`src/rtl/pfa_pkg.sv`:
```
// shared types and constants for the partition fit allocator
// no dependencies; used by every file of the block
package pfa_pkg;

  localparam int DEF_MAX_PARTITIONS = 128;
  localparam int DEF_SIZE_BITS      = 16;

  localparam int IDX_PORT_W  = 7;
  localparam int SIZE_PORT_W = 16;
  localparam int CFG_DATA_W  = 8;
  localparam int CFG_INDEX_W = 1;
  localparam int POLICY_W    = 2;

  localparam logic [CFG_INDEX_W-1:0] REG_ALLOCATION_POLICY = 1'b0;
  localparam logic [CFG_INDEX_W-1:0] REG_PARTITION_COUNT   = 1'b1;

  typedef enum logic [POLICY_W-1:0] {
    POL_FIRST = 2'd0,
    POL_NEXT  = 2'd1,
    POL_BEST  = 2'd2,
    POL_WORST = 2'd3
  } policy_t;

  typedef enum logic {
    CMD_LOAD  = 1'b0,
    CMD_ALLOC = 1'b1
  } cmd_t;

  typedef enum logic [1:0] {
    ST_IDLE,
    ST_SCAN,
    ST_DONE
  } state_t;

  typedef struct packed {
    logic                   granted;
    logic [IDX_PORT_W-1:0]  chosen_index;
    logic [SIZE_PORT_W-1:0] size_before;
    logic [SIZE_PORT_W-1:0] size_after;
  } result_t;

endpackage

```
`src/rtl/pfa_table.sv`:
```
// free size table: one write port, one registered read port
// depends on pfa_pkg for default sizes
module pfa_table #(
  parameter int MAX_PARTITIONS = pfa_pkg::DEF_MAX_PARTITIONS,
  parameter int SIZE_BITS      = pfa_pkg::DEF_SIZE_BITS
) (
  input  logic                              clk,
  input  logic                              wr_en,
  input  logic [$clog2(MAX_PARTITIONS)-1:0] wr_addr,
  input  logic [SIZE_BITS-1:0]              wr_data,
  input  logic                              rd_en,
  input  logic [$clog2(MAX_PARTITIONS)-1:0] rd_addr,
  output logic [SIZE_BITS-1:0]              rd_data
);

  logic [SIZE_BITS-1:0] mem [MAX_PARTITIONS];

  always_ff @(posedge clk) begin
    if (wr_en) begin
      mem[wr_addr] <= wr_data;
    end
  end

  always_ff @(posedge clk) begin
    if (rd_en) begin
      rd_data <= mem[rd_addr];
    end
  end

endmodule

```
`src/rtl/pfa_ctrl.sv`:
```
// scan sequencer: walks the table one entry a cycle through a shared compare
// unit, then writes back the reduced size; depends on pfa_pkg and pfa_table
module pfa_ctrl #(
  parameter int MAX_PARTITIONS = pfa_pkg::DEF_MAX_PARTITIONS,
  parameter int SIZE_BITS      = pfa_pkg::DEF_SIZE_BITS
) (
  input  logic                                   clk,
  input  logic                                   rst,
  input  logic                                   in_fire,
  input  logic                                   cmd,
  input  logic [pfa_pkg::IDX_PORT_W-1:0]         entry_index,
  input  logic [pfa_pkg::SIZE_PORT_W-1:0]        entry_size,
  input  logic [pfa_pkg::SIZE_PORT_W-1:0]        request_size,
  input  pfa_pkg::policy_t                       policy,
  input  logic [$clog2(MAX_PARTITIONS+1)-1:0]    n,
  input  logic                                   res_ready,
  output logic                                   busy,
  output logic                                   res_valid,
  output pfa_pkg::result_t                       res
);

  localparam int IDX_W       = $clog2(MAX_PARTITIONS);
  localparam int CNT_W       = $clog2(MAX_PARTITIONS + 1);
  localparam int IDX_PORT_W  = pfa_pkg::IDX_PORT_W;
  localparam int SIZE_PORT_W = pfa_pkg::SIZE_PORT_W;

  pfa_pkg::state_t state, state_next;

  logic [SIZE_BITS-1:0] need, best_val, rd_data, wr_data, after;
  logic [IDX_W-1:0]     cursor, issue_pos, rd_pos, best_pos, start_pos, issue_pos_inc, wr_addr;
  logic [CNT_W-1:0]     issue_cnt;
  logic                 rd_vld, found;
  logic                 first_like, hit, better, take, stop, issue, scan_end;
  logic                 in_table, load_wr, alloc_start, wb_wr, wr_en;

  always_comb begin
    first_like    = (policy == pfa_pkg::POL_FIRST) || (policy == pfa_pkg::POL_NEXT);
    hit           = rd_vld && (rd_data >= need);
    better        = (policy == pfa_pkg::POL_BEST) ? (rd_data < best_val) : (rd_data > best_val);
    stop          = first_like && hit;
    take          = hit && (first_like || !found || better);
    issue         = (state == pfa_pkg::ST_SCAN) && !stop && (issue_cnt != n);
    scan_end      = (state == pfa_pkg::ST_SCAN) && !stop && (issue_cnt == n) && !rd_vld;
    in_table      = 32'(entry_index) < MAX_PARTITIONS;
    load_wr       = (state == pfa_pkg::ST_IDLE) && in_fire && (cmd == pfa_pkg::CMD_LOAD)
                    && in_table;
    alloc_start   = (state == pfa_pkg::ST_IDLE) && in_fire && (cmd == pfa_pkg::CMD_ALLOC);
    wb_wr         = (state == pfa_pkg::ST_DONE) && res_ready && found;
    start_pos     = ((policy == pfa_pkg::POL_NEXT) && (CNT_W'(cursor) < n)) ? cursor : '0;
    issue_pos_inc = ((CNT_W'(issue_pos) + CNT_W'(1)) == n) ? '0 : issue_pos + IDX_W'(1);
    after         = best_val - need;
    wr_en         = load_wr || wb_wr;
    wr_addr       = wb_wr ? best_pos : IDX_W'(entry_index);
    wr_data       = wb_wr ? after : SIZE_BITS'(entry_size);
  end

  pfa_table #(
    .MAX_PARTITIONS (MAX_PARTITIONS),
    .SIZE_BITS      (SIZE_BITS)
  ) u_table (
    .clk     (clk),
    .wr_en   (wr_en),
    .wr_addr (wr_addr),
    .wr_data (wr_data),
    .rd_en   (issue),
    .rd_addr (issue_pos),
    .rd_data (rd_data)
  );

  always_ff @(posedge clk) begin
    if (rst) begin
      state <= pfa_pkg::ST_IDLE;
    end else begin
      state <= state_next;
    end
  end

  always_comb begin
    state_next = state;
    busy       = (state != pfa_pkg::ST_IDLE);
    res_valid  = 1'b0;
    unique case (state)
      pfa_pkg::ST_IDLE: begin
        if (alloc_start) begin
          state_next = pfa_pkg::ST_SCAN;
        end
      end
      pfa_pkg::ST_SCAN: begin
        if (stop || scan_end) begin
          state_next = pfa_pkg::ST_DONE;
        end
      end
      pfa_pkg::ST_DONE: begin
        if (res_ready) begin
          res_valid  = 1'b1;
          state_next = pfa_pkg::ST_IDLE;
        end
      end
      default: begin
        state_next = pfa_pkg::ST_IDLE;
      end
    endcase
  end

  always_comb begin
    res.granted      = found;
    res.chosen_index = found ? IDX_PORT_W'(best_pos) : '0;
    res.size_before  = found ? SIZE_PORT_W'(best_val) : '0;
    res.size_after   = found ? SIZE_PORT_W'(after) : '0;
  end

  // control state
  always_ff @(posedge clk) begin
    if (rst) begin
      rd_vld <= 1'b0;
      found  <= 1'b0;
      cursor <= '0;
    end else begin
      rd_vld <= issue;
      if (alloc_start) begin
        found <= 1'b0;
      end else if (take) begin
        found <= 1'b1;
      end
      if (alloc_start && (policy == pfa_pkg::POL_NEXT)) begin
        cursor <= start_pos;
      end else if (wb_wr && (policy == pfa_pkg::POL_NEXT)) begin
        cursor <= best_pos;
      end
    end
  end

  // scan datapath
  always_ff @(posedge clk) begin
    if (alloc_start) begin
      need      <= SIZE_BITS'(request_size);
      issue_pos <= start_pos;
      issue_cnt <= '0;
    end else if (issue) begin
      issue_pos <= issue_pos_inc;
      issue_cnt <= issue_cnt + CNT_W'(1);
    end
    if (issue) begin
      rd_pos <= issue_pos;
    end
    if (take) begin
      best_pos <= rd_pos;
      best_val <= rd_data;
    end
  end

endmodule

```
`src/rtl/partition_fit_allocator.sv`:
```
// Partition fit allocator. A load item writes one free size into the table. An
// allocate item scans the partitions in use one entry per cycle through the
// single table read port, picks a slot by the policy register (first, next
// from a kept cursor, smallest or largest that fits, ties to the lowest
// index), subtracts the request and returns one result item. An allocate
// keeps the input stalled while it scans up to n entries, n being
// partition_count capped at the table size, and while its result waits for
// the output register to drain; first and next fit stop at the first slot
// that fits. The result sits in an output register, so a load may be taken
// while it waits. Entries must be loaded before an allocate scans them.
// Depends on pfa_pkg and pfa_ctrl.
module partition_fit_allocator #(
  parameter int MAX_PARTITIONS = pfa_pkg::DEF_MAX_PARTITIONS,
  parameter int SIZE_BITS      = pfa_pkg::DEF_SIZE_BITS
) (
  input  logic                               clk,
  input  logic                               rst,
  input  logic                               cfg_write,
  input  logic [pfa_pkg::CFG_INDEX_W-1:0]    cfg_index,
  input  logic [pfa_pkg::CFG_DATA_W-1:0]     cfg_data,
  input  logic                               in_valid,
  output logic                               in_stall,
  input  logic                               cmd,
  input  logic [pfa_pkg::IDX_PORT_W-1:0]     entry_index,
  input  logic [pfa_pkg::SIZE_PORT_W-1:0]    entry_size,
  input  logic [pfa_pkg::SIZE_PORT_W-1:0]    request_size,
  output logic                               out_valid,
  input  logic                               out_stall,
  output logic                               granted,
  output logic [pfa_pkg::IDX_PORT_W-1:0]     chosen_index,
  output logic [pfa_pkg::SIZE_PORT_W-1:0]    size_before,
  output logic [pfa_pkg::SIZE_PORT_W-1:0]    size_after
);

  localparam int CNT_W = $clog2(MAX_PARTITIONS + 1);

  pfa_pkg::policy_t                 policy;
  logic [pfa_pkg::CFG_DATA_W-1:0]   partition_count;
  logic [CNT_W-1:0]                 n;
  logic                             in_fire, busy, res_valid, res_ready;
  pfa_pkg::result_t                 res, out_res;

  always_ff @(posedge clk) begin
    if (rst) begin
      policy          <= pfa_pkg::POL_FIRST;
      partition_count <= '0;
    end else if (cfg_write) begin
      unique case (cfg_index)
        pfa_pkg::REG_ALLOCATION_POLICY: begin
          policy <= pfa_pkg::policy_t'(cfg_data[pfa_pkg::POLICY_W-1:0]);
        end
        pfa_pkg::REG_PARTITION_COUNT: begin
          partition_count <= cfg_data;
        end
        default: begin
          policy <= policy;
        end
      endcase
    end
  end

  always_comb begin
    if (32'(partition_count) > MAX_PARTITIONS) begin
      n = CNT_W'(MAX_PARTITIONS);
    end else begin
      n = CNT_W'(partition_count);
    end
    in_stall  = busy;
    in_fire   = in_valid && !busy;
    res_ready = !out_valid || !out_stall;
  end

  pfa_ctrl #(
    .MAX_PARTITIONS (MAX_PARTITIONS),
    .SIZE_BITS      (SIZE_BITS)
  ) u_ctrl (
    .clk          (clk),
    .rst          (rst),
    .in_fire      (in_fire),
    .cmd          (cmd),
    .entry_index  (entry_index),
    .entry_size   (entry_size),
    .request_size (request_size),
    .policy       (policy),
    .n            (n),
    .res_ready    (res_ready),
    .busy         (busy),
    .res_valid    (res_valid),
    .res          (res)
  );

  // output register
  always_ff @(posedge clk) begin
    if (rst) begin
      out_valid <= 1'b0;
    end else if (res_valid) begin
      out_valid <= 1'b1;
    end else if (!out_stall) begin
      out_valid <= 1'b0;
    end
  end

  always_ff @(posedge clk) begin
    if (res_valid) begin
      out_res <= res;
    end
  end

  always_comb begin
    granted      = out_res.granted;
    chosen_index = out_res.chosen_index;
    size_before  = out_res.size_before;
    size_after   = out_res.size_after;
  end

  a_no_overwrite: assert property (@(posedge clk) disable iff (rst)
    res_valid |-> res_ready)
    else $error("result issued while output register full");

  a_alloc_stalls: assert property (@(posedge clk) disable iff (rst)
    in_fire && (cmd == pfa_pkg::CMD_ALLOC) |=> in_stall)
    else $error("allocate item did not start a scan");

  a_refusal_zero: assert property (@(posedge clk) disable iff (rst)
    out_valid && !granted |-> (chosen_index == '0) && (size_before == '0)
                              && (size_after == '0))
    else $error("refused item carries nonzero fields");

  a_grant_shrinks: assert property (@(posedge clk) disable iff (rst)
    out_valid && granted |-> size_after <= size_before)
    else $error("granted size grew");

endmodule
```
`config.mk`:
```
export PLATFORM = sky130hd
export DESIGN_NAME = partition_fit_allocator
export DESIGN_NICKNAME = d
export VERILOG_FILES = /design/src/rtl/pfa_pkg.sv /design/src/rtl/pfa_table.sv /design/src/rtl/pfa_ctrl.sv /design/src/rtl/partition_fit_allocator.sv
export SDC_FILE = /design/constraint.sdc
export NUM_CORES = 2
export LEC_CHECK = 0
export BUFFER_PORTS_ARGS = -buffer_cell sky130_fd_sc_hd__buf_2
export CORE_UTILIZATION = 35
export CTS_CLUSTER_SIZE = 24
export DETAILED_ROUTE_END_ITERATION = 8
export SLEW_MARGIN = 20
export SYNTH_ARGS = -nofsm -noshare
export SYNTH_HDL_FRONTEND = slang
export SYNTH_SLANG_ARGS = --single-unit
export TNS_END_PERCENT = 5
```
`constraint.sdc`:
```
create_clock -name clk -period 13.05 [get_ports clk]
set_input_delay 1.305 -clock clk [delete_from_list [all_inputs] [get_ports clk]]
set_output_delay 1.305 -clock clk [all_outputs]
set_load 0.01 [all_outputs]
```
==> flow_summary_export.csv <==
group,metric,value,unit
setup_path,r2r_end,"u_ctrl.u_table.rd_data[2]",
status,outcome,"finished clean",
sta,skew,0.0596,ns
finish,fin_nets,4393,
global_route,grt_overflow,0,
drt,drt_drc_violations_left,0,
die,rows,181,
setup_path,crit-reg2reg-launch,"u_ctrl.issue_pos[0]",
yosys,yosys_warnings,0,
yosys,async_flop_share,0,
drt,wirelength,223000,um
yosys,synthTopCellsByArea,"edfxtp_1 75%, mux4_2 14%, mux2i_1 1.8%, nor2_1 0.82%, ha_1 0.80%",
yosys,netlist_instances,3984,
drt,first_pass_iters,7,
sta,slew_violations,0,
sta,tightest_slew,1.16,ns
flow_run,cap_violations,0,
worst_hold_path,hold_class,"reg -> reg",
yosys,synth_top_area_cell,"edfxtp_1",
die,ioPinCount,96,
sta,rsz0062_at_grt,"no",
global_route,grt_pass1_wl,319000,um
setup_path,rr_worst_depth,10,
placement,place_area,90800,um^2
drt,num_vias,42200,
setup_path,slowest_delay,0.99,ns
cts,path_clk_slew,0.06,ns
yosys,yosysTopAreaCellShare,0.755,
sta,setup_violations,0,
sta,hold_violations,0,
sta,post-route-min-period,5.09,ns
cts,cts_setup_buffers,0,
setup_path,cp_cell_sequence,"buf_12 -> buf_12 -> buf_4 -> mux4_2 -> mux2i_1 -> nor2_1 -> a2111oi_0 -> a221oi_1 -> o22ai_1 -> nor3_1",
die,dieArea,247000,um^2
setup_path,startpoint_type,"flop",
sta,finalCritPeriodShare,0.390,
cts,clk_latency,0.88,ns
setup_path,cp.arrival,5.70,ns
sta,fmaxAchievable,197,MHz
drt,drtIter0Drc,4826,
pwr,p_leak,30.8,nW
cts,ctsHoldBuffers,0,
setup_path,path_max_fanout,97,
yosys,syn-mean-instance-area,21.5,um^2
setup_path,crit_required,13.66,ns
sta,tns,0,ns
sta,max_slew_margin,0.208,
pwr,power_density,161,nW/um^2
setup_path,rrSetupSlack,7.96,ns
die,coreArea,243000,um^2
drt,wl_per_cell,29.1,um
setup_path,cp_common_cell,"buf_12",
yosys,synthesis.nets,4094,
setup_path,cp_slowest_cell,"a2111oi_0",
drt,met1_length,93400,um
cts,cts_max_level,4,
cts,cts_resized,0,
yosys,synthDistinctLibCells,72,
yosys,seq_area_frac_synth,0.762,
global_route,grt_pass1_vias,42200,
yosys,ys_ff_latch,2187,
setup_path,crit_type,"reg -> reg",
setup_path,crit_path_end_kind,"flop",
pwr,ir_drop,0.116,mV
drt,routed.top_layer,"met5",
global_route,antenna_found_initial,11,
cts,clockRootBuffer,"clkbuf_16",
drt,dr_wl_met3,19500,um
worst_hold_path,hold_path_startpoint,"u_ctrl.rd_pos[2]",
placement,place_hpwl,134000,um
placement,port_buffers,95,
placement,gp_congestion,0.830,
die,die_height,497,um
cts,cts_buffers,213,
cts,clkSinkCount,2187,
drt,ant_nets,0,
yosys,synth.most_common_cell,"edfxtp_1",
finish,final_cell_area,97800,um^2
yosys,synth.cell_area,85800,um^2
die,die_x,497,um
yosys,synth_commonest_cells,"2157 x edfxtp_1, 550 x mux4_2, 188 x nor2_1",
yosys,synth_edf_count,2157,
drt,viasPerCell,5.51,
finish,area_growth,13.9,%
worst_hold_path,hold_end,"u_ctrl.best_pos[2]",
global_route,grt_max_degree,116,
finish,drive_gt1_frac,0.265,
worst_hold_path,min_path_cells,0,
die,initial_core_util,0.353,
finish,fill_cells,21200,
cts,tritoncts,"done",
global_route,grt_usage,0.179,
yosys,ys.flop_type,"edfxtp_1",
cts,cts.path.max_buffers,3,
drt,wl_met2,103000,um
==> through the flow <==
stage               total power, mW  instances  hold WS (ns)  worst slack (ns)   util
floorplan                      9.16       3984         0.400              2.42      -
global placement               9.80       7270         0.401              7.71  0.373
detailed placement             9.81       7270         0.408              7.77  0.373
CTS                            15.8       7661         0.423              7.76  0.401
global route                   16.2       7664         0.424              7.59  0.402
finish                         15.7       7668         0.422              7.96  0.402
==> final cells by class <==
| type | count | area (um^2) | area share |
|---|---|---|---|
| Antenna cell | 7 | 17.5 | 0.000179 |
| Clock buffer | 265 | 5530 | 0.0565 |
| Clock inverter | 126 | 1380 | 0.0141 |
| Inverter | 48 | 180 | 0.00184 |
| Multi-Input combinational cell | 1545 | 19300 | 0.197 |
| Sequential cell | 2187 | 65400 | 0.669 |
| Tap cell | 3202 | 4010 | 0.0410 |
| Timing Repair Buffer | 288 | 2010 | 0.0205 |
==> cell families after synthesis <==
| group | after synthesis | share of synthesized area |
|---|---|---|
| compound gates | 305 | 0.0241 |
| xor+xnor | 27 | 0.00293 |
| fa+ha+maj | 56 | 0.00825 |
| buf+inv | 252 | 0.0162 |
| flops | 2187 | 0.762 |
| mux | 710 | 0.163 |
| simple gates | 447 | 0.0236 |
==> worst max path at each step <==
stage	startpoint	end	slack, ns	cells past startpoint
2_1_floorplan	out_stall	u_ctrl.u_table.mem[0][5]	2.42	5
3_3_place_gp	u_ctrl.issue_pos[0]	u_ctrl.u_table.rd_data[6]	7.71	9
3_5_place_dp	u_ctrl.issue_pos[0]	u_ctrl.u_table.rd_data[2]	7.77	10
4_1_cts	u_ctrl.issue_pos[0]	u_ctrl.u_table.rd_data[2]	7.76	10
5_1_grt	u_ctrl.issue_pos[0]	u_ctrl.u_table.rd_data[2]	7.59	10
6_report	u_ctrl.issue_pos[0]	u_ctrl.u_table.rd_data[2]	7.96	10
==> critical path: cells and delay by family, from the launching register on <==
family / cells / cell delay (ns)
buf+inv: 3 / 1.88
mux: 2 / 0.75
flops: 1 / 0.40
compound gates: 3 / 1.55
simple gates: 2 / 0.12
==> sequential cells by signal (all words and copies together), names as in the netlist <==
register                count
out_valid                   1
u_ctrl.u_table.rd_data     16
chosen_index                7
size_after                 16
u_ctrl.issue_pos            7
u_ctrl.best_pos             7
u_ctrl.issue_cnt            8
u_ctrl.rd_pos               7
u_ctrl.need                16
u_ctrl.found                1
u_ctrl.u_table.mem       2048
policy                      2
u_ctrl.cursor               7
size_before                16
partition_count             8
u_ctrl.rd_vld               1
u_ctrl.best_val            16
granted                     1
u_ctrl.state                2
==> cell usage in the layout (no fill, tap or decap), types with 49 or more instances in the layout <==
cell	count
nor2_1	173
a21oi_1	49
clkbuf_1	52
buf_2	95
nand2_1	103
buf_4	185
ha_1	55
mux4_2	550
edfxtp_1	2157
mux2i_1	153
clkbuf_16	213
==> metal layers <==
layer,GRT usage,up-vias
met4,0.0632,2
met3,0.0387,317
met1,0.252,22700
li1,-,17300
met5,0,-
met2,0.275,1905
==> where the power goes <==
| group | internal (mW) | switching [mW] |
|---|---|---|
| registers | 7.77 | 0.0406 |
| clock network | 3.39 | 2.68 |
| logic | 0.712 | 1.14 |
No activity file was read; power rests on OpenSTA's default activity.
